===== config.mk =====
export PLATFORM = sky130hd
export DESIGN_NAME = k_mismatch_pattern_search_top
export DESIGN_NICKNAME = d
export VERILOG_FILES = /design/src/rtl/kmps_pkg.sv /design/src/rtl/kmps_fifo.sv /design/src/rtl/kmps_front.sv /design/src/rtl/kmps_back.sv /design/src/rtl/k_mismatch_pattern_search_top.sv
export SDC_FILE = /design/constraint.sdc
export NUM_CORES = 2
export LEC_CHECK = 0
export BUFFER_PORTS_ARGS = -buffer_cell sky130_fd_sc_hd__buf_2
export CAP_MARGIN = 20
export CORE_MARGIN = 3
export CORE_UTILIZATION = 55
export DETAILED_ROUTE_END_ITERATION = 10
export GPL_TIMING_DRIVEN = 0
export PLACE_DENSITY = 0.74
export SLEW_MARGIN = 5
export SYNTH_ARGS = -nofsm -noshare
export SYNTH_HDL_FRONTEND = slang
export SYNTH_SLANG_ARGS = --single-unit

===== constraint.sdc =====
create_clock -name clk_i -period 21 [get_ports clk_i]
set_clock_uncertainty 0.2 [all_clocks]
set_input_delay 3.15 -clock clk_i [delete_from_list [all_inputs] [get_ports clk_i]]
set_output_delay 3.15 -clock clk_i [all_outputs]
set_load 0.1 [all_outputs]

===== src/rtl/kmps_pkg.sv =====
// Shared types and constants of the k-mismatch pattern search block.
package kmps_pkg;

  localparam int unsigned CHAR_W      = 8;
  localparam int unsigned CNT_W       = 6;
  localparam int unsigned PAT_CHARS   = 32;
  localparam int unsigned FIFO_DEPTH  = 2;
  localparam int unsigned APB_AW      = 6;
  localparam int unsigned APB_DW      = 64;
  localparam int unsigned PAT_WORDS   = 4;

  localparam logic [CHAR_W-1:0] HEADER_MARK = 8'h3E;

  // register indexes (byte address / 8)
  localparam logic [2:0] REG_PAT0 = 3'd0;
  localparam logic [2:0] REG_PAT1 = 3'd1;
  localparam logic [2:0] REG_PAT2 = 3'd2;
  localparam logic [2:0] REG_PAT3 = 3'd3;
  localparam logic [2:0] REG_LEN  = 3'd4;
  localparam logic [2:0] REG_MAXM = 3'd5;

  typedef logic [PAT_CHARS-1:0][CHAR_W-1:0] pattern_t;

  typedef struct packed {
    pattern_t          pattern;
    logic [CNT_W-1:0]  length;
    logic [CNT_W-1:0]  max_mis;
  } cfg_t;

  // classified text byte, front to back
  typedef struct packed {
    logic [CHAR_W-1:0] ch;
    logic              line_end;
    logic              eof;
    logic              skip;
  } item_t;

  typedef struct packed {
    logic hit;
    logic found;
    logic done;
  } res_t;

endpackage


===== src/rtl/kmps_fifo.sv =====
// Small register queue used between the front, the back and the result port.
module kmps_fifo #(
  parameter int unsigned WIDTH = 11,
  parameter int unsigned DEPTH = 2
) (
  input  logic             clk_i,
  input  logic             rst_ni,
  input  logic             push_i,
  input  logic [WIDTH-1:0] wdata_i,
  output logic             full_o,
  input  logic             pop_i,
  output logic [WIDTH-1:0] rdata_o,
  output logic             empty_o
);
  localparam int unsigned PTR_W = (DEPTH > 1) ? $clog2(DEPTH) : 1;
  localparam int unsigned CNT_W = $clog2(DEPTH + 1);

  logic [WIDTH-1:0] mem_q [DEPTH];
  logic [PTR_W-1:0] wr_ptr_q, wr_ptr_d, rd_ptr_q, rd_ptr_d;
  logic [CNT_W-1:0] count_q, count_d;
  logic             do_push, do_pop;

  assign full_o  = (count_q == CNT_W'(DEPTH));
  assign empty_o = (count_q == '0);
  assign do_push = push_i && !full_o;
  assign do_pop  = pop_i && !empty_o;
  assign rdata_o = mem_q[rd_ptr_q];

  function automatic logic [PTR_W-1:0] ptr_inc(input logic [PTR_W-1:0] p);
    ptr_inc = (p == PTR_W'(DEPTH - 1)) ? '0 : p + PTR_W'(1);
  endfunction

  always_comb begin
    wr_ptr_d = do_push ? ptr_inc(wr_ptr_q) : wr_ptr_q;
    rd_ptr_d = do_pop ? ptr_inc(rd_ptr_q) : rd_ptr_q;
    count_d  = count_q;
    if (do_push && !do_pop) count_d = count_q + CNT_W'(1);
    else if (!do_push && do_pop) count_d = count_q - CNT_W'(1);
  end

  always_ff @(posedge clk_i or negedge rst_ni) begin
    if (!rst_ni) begin
      wr_ptr_q <= '0;
      rd_ptr_q <= '0;
      count_q  <= '0;
    end else begin
      wr_ptr_q <= wr_ptr_d;
      rd_ptr_q <= rd_ptr_d;
      count_q  <= count_d;
    end
  end

  always_ff @(posedge clk_i) begin
    if (do_push) mem_q[wr_ptr_q] <= wdata_i;
  end

  a_count_bound: assert property (@(posedge clk_i) disable iff (!rst_ni)
    count_q <= CNT_W'(DEPTH))
    else $error("queue count above depth");

endmodule


===== src/rtl/kmps_front.sv =====
// Front end: takes text bytes and tags header lines before queuing them.
module kmps_front (
  input  logic                  clk_i,
  input  logic                  rst_ni,
  input  logic                  push_i,
  input  logic [7:0]            text_char_i,
  input  logic                  end_of_line_i,
  input  logic                  end_of_file_i,
  input  logic                  q_full_i,
  output logic                  q_push_o,
  output kmps_pkg::item_t       q_item_o
);
  import kmps_pkg::*;

  logic at_start_q, at_start_d;
  logic skip_q, skip_d;
  logic line_end, skip_now, take;

  assign take     = push_i && !q_full_i;
  assign line_end = end_of_line_i || end_of_file_i;
  assign skip_now = skip_q || (at_start_q && (text_char_i == HEADER_MARK));

  always_comb begin
    at_start_d = at_start_q;
    skip_d     = skip_q;
    if (take) begin
      at_start_d = line_end;
      skip_d     = line_end ? 1'b0 : skip_now;
    end
  end

  assign q_push_o          = take;
  assign q_item_o.ch       = text_char_i;
  assign q_item_o.line_end = line_end;
  assign q_item_o.eof      = end_of_file_i;
  assign q_item_o.skip     = skip_now;

  always_ff @(posedge clk_i or negedge rst_ni) begin
    if (!rst_ni) begin
      at_start_q <= 1'b1;
      skip_q     <= 1'b0;
    end else begin
      at_start_q <= at_start_d;
      skip_q     <= skip_d;
    end
  end

endmodule


===== src/rtl/kmps_back.sv =====
// Back end: one cell per window age, updated in parallel for every text byte outside header lines.
module kmps_back #(
  parameter int unsigned MAX_PATTERN = 32
) (
  input  logic             clk_i,
  input  logic             rst_ni,
  input  kmps_pkg::cfg_t   cfg_i,
  input  logic             in_empty_i,
  input  kmps_pkg::item_t  in_item_i,
  output logic             in_pop_o,
  input  logic             out_full_i,
  output logic             out_push_o,
  output kmps_pkg::res_t   out_res_o
);
  import kmps_pkg::*;

  localparam logic [CNT_W-1:0] MaxLen = CNT_W'(MAX_PATTERN);

  logic [CNT_W-1:0] wc_q [MAX_PATTERN];
  logic [CNT_W-1:0] nc   [MAX_PATTERN];
  logic [CNT_W-1:0] cil_q, cil_d;
  logic             found_q, found_d;
  logic             fire, hit;
  logic [CNT_W-1:0] len_eff, len_m1, active, cil_p1;
  logic [MAX_PATTERN-1:0] cell_hit;

  assign fire = !in_empty_i && !out_full_i;

  always_comb begin
    if (cfg_i.length == '0) len_eff = CNT_W'(1);
    else if (cfg_i.length > MaxLen) len_eff = MaxLen;
    else len_eff = cfg_i.length;
  end

  assign len_m1 = len_eff - CNT_W'(1);
  assign cil_p1 = cil_q + CNT_W'(1);
  assign active = (cil_p1 > len_eff) ? len_eff : cil_p1;

  for (genvar a = 0; a < MAX_PATTERN; a++) begin : g_cell
    logic [CNT_W-1:0] prev;
    logic             in_act, is_last, mis;
    logic [CNT_W:0]   total;

    if (a == 0) begin : g_first
      assign prev = '0;
    end else begin : g_rest
      assign prev = wc_q[a-1];
    end

    assign in_act  = (CNT_W'(a) < active);
    assign is_last = (CNT_W'(a) == len_m1);
    assign mis     = (in_item_i.ch != cfg_i.pattern[a]);
    assign nc[a]   = in_act ? prev + CNT_W'(mis) : wc_q[a];
    // overhang: pattern positions past the line end count once each
    assign total   = {1'b0, nc[a]} + {1'b0, len_m1 - CNT_W'(a)};
    assign cell_hit[a] =
      (is_last && (active == len_eff) && (nc[a] <= cfg_i.max_mis)) ||
      (!is_last && in_act && in_item_i.line_end && (total <= {1'b0, cfg_i.max_mis}));
  end

  assign hit = !in_item_i.skip && (|cell_hit);

  always_comb begin
    cil_d   = cil_q;
    found_d = found_q;
    if (fire) begin
      if (in_item_i.line_end) cil_d = '0;
      else if (!in_item_i.skip) cil_d = (cil_q == MaxLen) ? cil_q : cil_p1;
      found_d = in_item_i.eof ? 1'b0 : (found_q || hit);
    end
  end

  always_ff @(posedge clk_i or negedge rst_ni) begin
    if (!rst_ni) begin
      cil_q   <= '0;
      found_q <= 1'b0;
      for (int i = 0; i < MAX_PATTERN; i++) wc_q[i] <= '0;
    end else begin
      cil_q   <= cil_d;
      found_q <= found_d;
      if (fire) begin
        for (int i = 0; i < MAX_PATTERN; i++) begin
          if (in_item_i.line_end) wc_q[i] <= '0;
          else if (!in_item_i.skip) wc_q[i] <= nc[i];
        end
      end
    end
  end

  assign in_pop_o        = fire;
  assign out_push_o      = fire;
  assign out_res_o.hit   = hit;
  assign out_res_o.found = found_q || hit;
  assign out_res_o.done  = in_item_i.eof;

  a_eof_clears: assert property (@(posedge clk_i) disable iff (!rst_ni)
    (fire && in_item_i.eof) |=> !found_q)
    else $error("found flag not cleared after end of file");

  a_header_holds: assert property (@(posedge clk_i) disable iff (!rst_ni)
    (fire && in_item_i.skip && !in_item_i.line_end) |=> $stable(cil_q))
    else $error("header byte changed line count");

  a_cil_bound: assert property (@(posedge clk_i) disable iff (!rst_ni)
    cil_q <= MaxLen)
    else $error("line count above pattern limit");

endmodule


===== src/rtl/k_mismatch_pattern_search_top.sv =====
// Top level of the k-mismatch pattern search block with its register port.
//
// Text bytes are pushed in one per transfer and each produces exactly one
// result transfer, in order. The block sustains one byte per clock cycle
// while the result queue is not full. A byte waits in the front queue
// until the back takes it; the back writes its result into the result
// queue, from which it shows on the result ports until it is popped. The
// per-byte work is one pass of MAX_PATTERN parallel window cells, each a
// byte compare, a 6-bit add and the limit compares, all combinational.
// The front tags header lines (first byte '>') and queues bytes; the back
// keeps one mismatch counter per window age and reports whether a window
// closed within max_mismatches, plus a sticky found bit that resets after
// the end-of-file byte (whose result still shows the final value).
// Registers sit at byte address 8*i: four 64-bit pattern words, the
// pattern length and the mismatch limit; write them only while idle.
module k_mismatch_pattern_search_top #(
  parameter int unsigned MAX_PATTERN = 32
) (
  input  logic                          clk_i,
  input  logic                          rst_ni,
  // text side
  input  logic                          push,
  output logic                          full,
  input  logic [7:0]                    text_char_i,
  input  logic                          end_of_line_i,
  input  logic                          end_of_file_i,
  // result side
  output logic                          empty,
  input  logic                          pop,
  output logic                          window_hit_o,
  output logic                          found_o,
  output logic                          search_done_o,
  // register port
  input  logic                          psel,
  input  logic                          penable,
  input  logic                          pwrite,
  input  logic [kmps_pkg::APB_AW-1:0]   paddr,
  input  logic [kmps_pkg::APB_DW-1:0]   pwdata,
  output logic [kmps_pkg::APB_DW-1:0]   prdata,
  output logic                          pready
);
  import kmps_pkg::*;

  // configuration registers
  logic [PAT_WORDS-1:0][APB_DW-1:0] pat_q;
  logic [CNT_W-1:0]                 len_q, maxm_q;
  logic [2:0]                       reg_idx;
  logic                             cfg_wr;
  cfg_t                             cfg;

  // front queue and result queue wiring
  logic  mq_push, mq_full, mq_pop, mq_empty;
  item_t mq_wdata, mq_rdata;
  logic  rq_push, rq_full;
  res_t  rq_wdata, rq_rdata;

  assign pready  = 1'b1;
  assign reg_idx = paddr[5:3];
  assign cfg_wr  = psel && penable && pwrite;

  always_ff @(posedge clk_i or negedge rst_ni) begin
    if (!rst_ni) begin
      pat_q  <= '0;
      len_q  <= CNT_W'(1);
      maxm_q <= '0;
    end else if (cfg_wr) begin
      case (reg_idx)
        REG_PAT0, REG_PAT1, REG_PAT2, REG_PAT3: pat_q[reg_idx[1:0]] <= pwdata;
        REG_LEN:  len_q  <= pwdata[CNT_W-1:0];
        REG_MAXM: maxm_q <= pwdata[CNT_W-1:0];
        default: ;
      endcase
    end
  end

  always_comb begin
    case (reg_idx)
      REG_PAT0, REG_PAT1, REG_PAT2, REG_PAT3: prdata = pat_q[reg_idx[1:0]];
      REG_LEN:  prdata = {{(APB_DW-CNT_W){1'b0}}, len_q};
      REG_MAXM: prdata = {{(APB_DW-CNT_W){1'b0}}, maxm_q};
      default:  prdata = '0;
    endcase
  end

  // pattern char 0 is the low byte of word 0
  assign cfg.pattern = pat_q;
  assign cfg.length  = len_q;
  assign cfg.max_mis = maxm_q;

  kmps_front u_front (
    .clk_i         (clk_i),
    .rst_ni        (rst_ni),
    .push_i        (push),
    .text_char_i   (text_char_i),
    .end_of_line_i (end_of_line_i),
    .end_of_file_i (end_of_file_i),
    .q_full_i      (mq_full),
    .q_push_o      (mq_push),
    .q_item_o      (mq_wdata)
  );

  assign full = mq_full;

  kmps_fifo #(
    .WIDTH ($bits(item_t)),
    .DEPTH (FIFO_DEPTH)
  ) u_item_q (
    .clk_i   (clk_i),
    .rst_ni  (rst_ni),
    .push_i  (mq_push),
    .wdata_i (mq_wdata),
    .full_o  (mq_full),
    .pop_i   (mq_pop),
    .rdata_o (mq_rdata),
    .empty_o (mq_empty)
  );

  kmps_back #(
    .MAX_PATTERN (MAX_PATTERN)
  ) u_back (
    .clk_i      (clk_i),
    .rst_ni     (rst_ni),
    .cfg_i      (cfg),
    .in_empty_i (mq_empty),
    .in_item_i  (mq_rdata),
    .in_pop_o   (mq_pop),
    .out_full_i (rq_full),
    .out_push_o (rq_push),
    .out_res_o  (rq_wdata)
  );

  kmps_fifo #(
    .WIDTH ($bits(res_t)),
    .DEPTH (FIFO_DEPTH)
  ) u_res_q (
    .clk_i   (clk_i),
    .rst_ni  (rst_ni),
    .push_i  (rq_push),
    .wdata_i (rq_wdata),
    .full_o  (rq_full),
    .pop_i   (pop),
    .rdata_o (rq_rdata),
    .empty_o (empty)
  );

  assign window_hit_o  = rq_rdata.hit;
  assign found_o       = rq_rdata.found;
  assign search_done_o = rq_rdata.done;

endmodule

==> results.py <==
metrics = {
    "floorplan": {
        "start_util": 0.560,
        "die_area_um2": 86400,
        "die_h_um": 294,
        "chipWidth_um": 294,
        "num_io_pins": 157,
        "core_area_um2": 81300,
        "rows": 104,
    },
    "drt": {
        "wl_um": 165000,
        "wire_per_inst_um": 27.3,
        "drt_iter0_markers": 4241,
        "vias": 39700,
        "via_per_inst": 6.56,
        "ant_nets": 0,
        "drc": 0,
        "drt_first_pass_iters": 8,
    },
    "power": {
        "p_leak_nw": 23.6,
        "vdd_ir_drop_max_v": 0.0000965,
        "power_density_nw_per_um2": 177,
    },
    "setup_path": {
        "path_buf_inv": 6,
        "cpMostUsedCell": "ha_1",
        "worst-path-max-fanout": 25,
        "crit_arrival_ns": 12.20,
        "start_kind": "flop",
        "end_kind": "flop",
        "criticalPathCategory": "flop to flop",
        "required_ns": 21.24,
        "crit_slowest_cell": "buf_2",
        "slowest_delay_ns": 0.96,
        "path_delay_family": "buffers and inverters",
    },
    "placed_design": {
        "dp_hpwl_um": 124000,
        "dpl-instance-area_um2": 48300,
        "gp_congestion": 1.04,
        "placed_cells": 5934,
        "io_buffers": 151,
        "pre_cts_ws_ns": 9.95,
    },
    "synth": {
        "synth_flop_cell": "dfrtp_1",
        "synth_cells": 4694,
        "synth_area_per_cell_um2": 9.71,
        "synth_area_leaders": "dfrtp_1, ha_1, xnor2_1, mux2_2, mux4_2",
        "syn_nets": 5485,
        "netlist-cell-type-count": 87,
        "synth_commonest_cells": "ha_1, xnor2_1, dfrtp_1, mux2_2, nand2_1",
        "synth_top_area_cell": "dfrtp_1",
        "yosysMostFrequentCell": "ha_1",
        "post-synth-top-area-fraction": 0.261,
        "synth_seq_area_share": 0.280,
        "synth-seq-cells": 505,
        "synthArstFlopShare": 0.945,
        "synth-warning-count": 0,
        "synth_edf_count": 28,
        "syn-cell-area_um2": 45600,
    },
    "cts": {
        "cts_setup_buffers": 0,
        "path_clk_slew_ns": 0.07,
        "cts_hold_buf": 0,
        "cts_tree": "done",
        "insertion_delay_ns": 0.69,
        "ctsResizeCount": 0,
        "cts_root_buf": "clkbuf_16",
        "cts_sinks": 505,
        "cts_buffers": 58,
        "htree_levels": 2,
        "cts_buffer_depth": 3,
    },
    "grt": {
        "met3_usage": 0.109,
        "grt_pass1_vias": 39100,
        "use_met1": 0.464,
        "antenna_found_initial": 16,
        "grt_use_met2": 0.565,
        "grtUsageTotal": 0.377,
        "overflow": 0,
        "grt_pass1_wl_um": 244000,
        "top_usage_layer": "met2",
        "grt_max_degree": 101,
    },
    "sta": {
        "whs_ns": 0.299,
        "rsz0062_at_grt": "no",
        "tightestPinTransition_ns": 1.30,
        "fin_crit_ns": 11.96,
        "setup_viol": 0,
        "hold_violations": 0,
        "period_share": 0.570,
        "relSlewSlack": 0.136,
        "finalMaxSlewViolations": 0,
        "setup-tns-final_ns": 0,
        "fmax_mhz": 83.6,
        "setup_ws_ns": 9.04,
    },
    "final_layout": {
        "area_growth_pct": 10.8,
        "final_cells": 6058,
        "nets": 5728,
        "layout-drive-gt1-share": 0.140,
        "stdcell_area_um2": 50500,
    },
    "min_path": {
        "hold_class": "flop to flop",
    },
    "flow_run": {
        "maxCapViolations": 0,
    },
    "status": {
        "status": "completed",
    },
}
==> worst reg2reg max path: cells and delay by family, from the launching register on <==
kind                       cells  cell delay (ns)
buffers and inverters          6             3.32
AOI/OAI and AO/OA              9             2.36
and+or+nand+nor                7             2.03
adders and majority gates      4             1.65
xor gates and xnor gates       3             1.60
DFF                            1             0.55
==> through the flow <==
stage                     power (mW)   util
after floorplan                 5.68      -
after global placement          7.30  0.586
after CTS                       8.69  0.620
after detailed placement        7.52  0.594
after global routing            9.48  0.620
final                           8.92  0.621
==> per-layer routing <==
layer	part of all wire	up-vias	wire length [um]
met5	0.00034	-	56
met4	0.088	8	14500
met3	0.12	729	19500
met2	0.42	2429	70000
met1	0.37	19000	61200
li1	-	17500	-
==> worst paths after layout <==
kind	slack, ns	end	cells past startpoint	startpoint
worst max register to register	9.04	u_res_q.mem_q[0][1]	29	len_q[3]
max in group asynchronous	16.92	cfg[126]	3	rst_ni
min in group asynchronous	2.25	u_back.cil_q[5]	1	rst_ni
worst min-delay path	0.30	u_item_q.wr_ptr_q	1	u_item_q.wr_ptr_q
worst max-delay path	9.04	u_res_q.mem_q[0][1]	29	len_q[3]
worst min register to register	0.30	u_item_q.wr_ptr_q	1	u_item_q.wr_ptr_q
==> placed cells by master (no fill, tap or decap), types with 33 or more instances in the layout <==
cell	synthesis	final
nor2b_1	126	126
mux2i_1	77	76
inv_1	271	265
a21oi_1	273	273
nor3_1	41	41
mux4_2	64	64
a21o_1	92	92
xor2_1	81	80
buf_2	11	161
mux2_2	296	296
nor2_1	180	180
o21ai_0	250	250
o21bai_1	42	42
dfrtp_1	475	474
nand3_1	191	191
and3_1	36	36
nand4_1	33	33
nor4_1	74	73
ha_1	673	673
clkbuf_1	140	148
a22o_1	113	113
nand2_1	284	283
xnor2_1	484	483
clkbuf_16	0	60
o22ai_1	33	33
==> layout make-up <==
type / count / area (um2)
antenna: 13 / 32.5
tap: 1060 / 1330
fill: 6647 / 30800
multi-input combinational: 3743 / 31200
clock inverter: 28 / 403
sequential: 505 / 12800
buffer: 172 / 672
clock buffer: 80 / 1690
timing repair buffer: 183 / 1380
inverter: 274 / 1040
==> report_power, final <==
part           internal [mW]  switching, mW
clock network          0.652          0.471
registers               1.18          0.210
logic                   2.42           3.98
total                   4.26           4.66
==> kinds of logic after synthesis <==
family	after synthesis	synth area share
simple gates	1030	0.111
flops	505	0.280
other cells	1	0.0000823
compound gates	1002	0.141
mux	440	0.123
buf+inv	446	0.0373
fa+ha+maj	704	0.198
xor+xnor	566	0.109
==> state kept, by name, indices dropped and copies added (netlist names) <==
name and flops:
u_back.g_cell.prev 186, cfg 256, u_res_q.count_q 2, maxm_q 6
u_back.found_q 1, u_res_q.mem_q 6, u_front.skip_q 1, u_item_q.wr_ptr_q 1
u_back.wc_q 6, u_back.cil_q 6, u_item_q.mem_q 22, u_res_q.rd_ptr_q 1
len_q 6, u_res_q.wr_ptr_q 1, u_front.at_start_q 1, u_item_q.count_q 2
u_item_q.rd_ptr_q 1
Note: power is estimated with default switching activity, not from simulation.
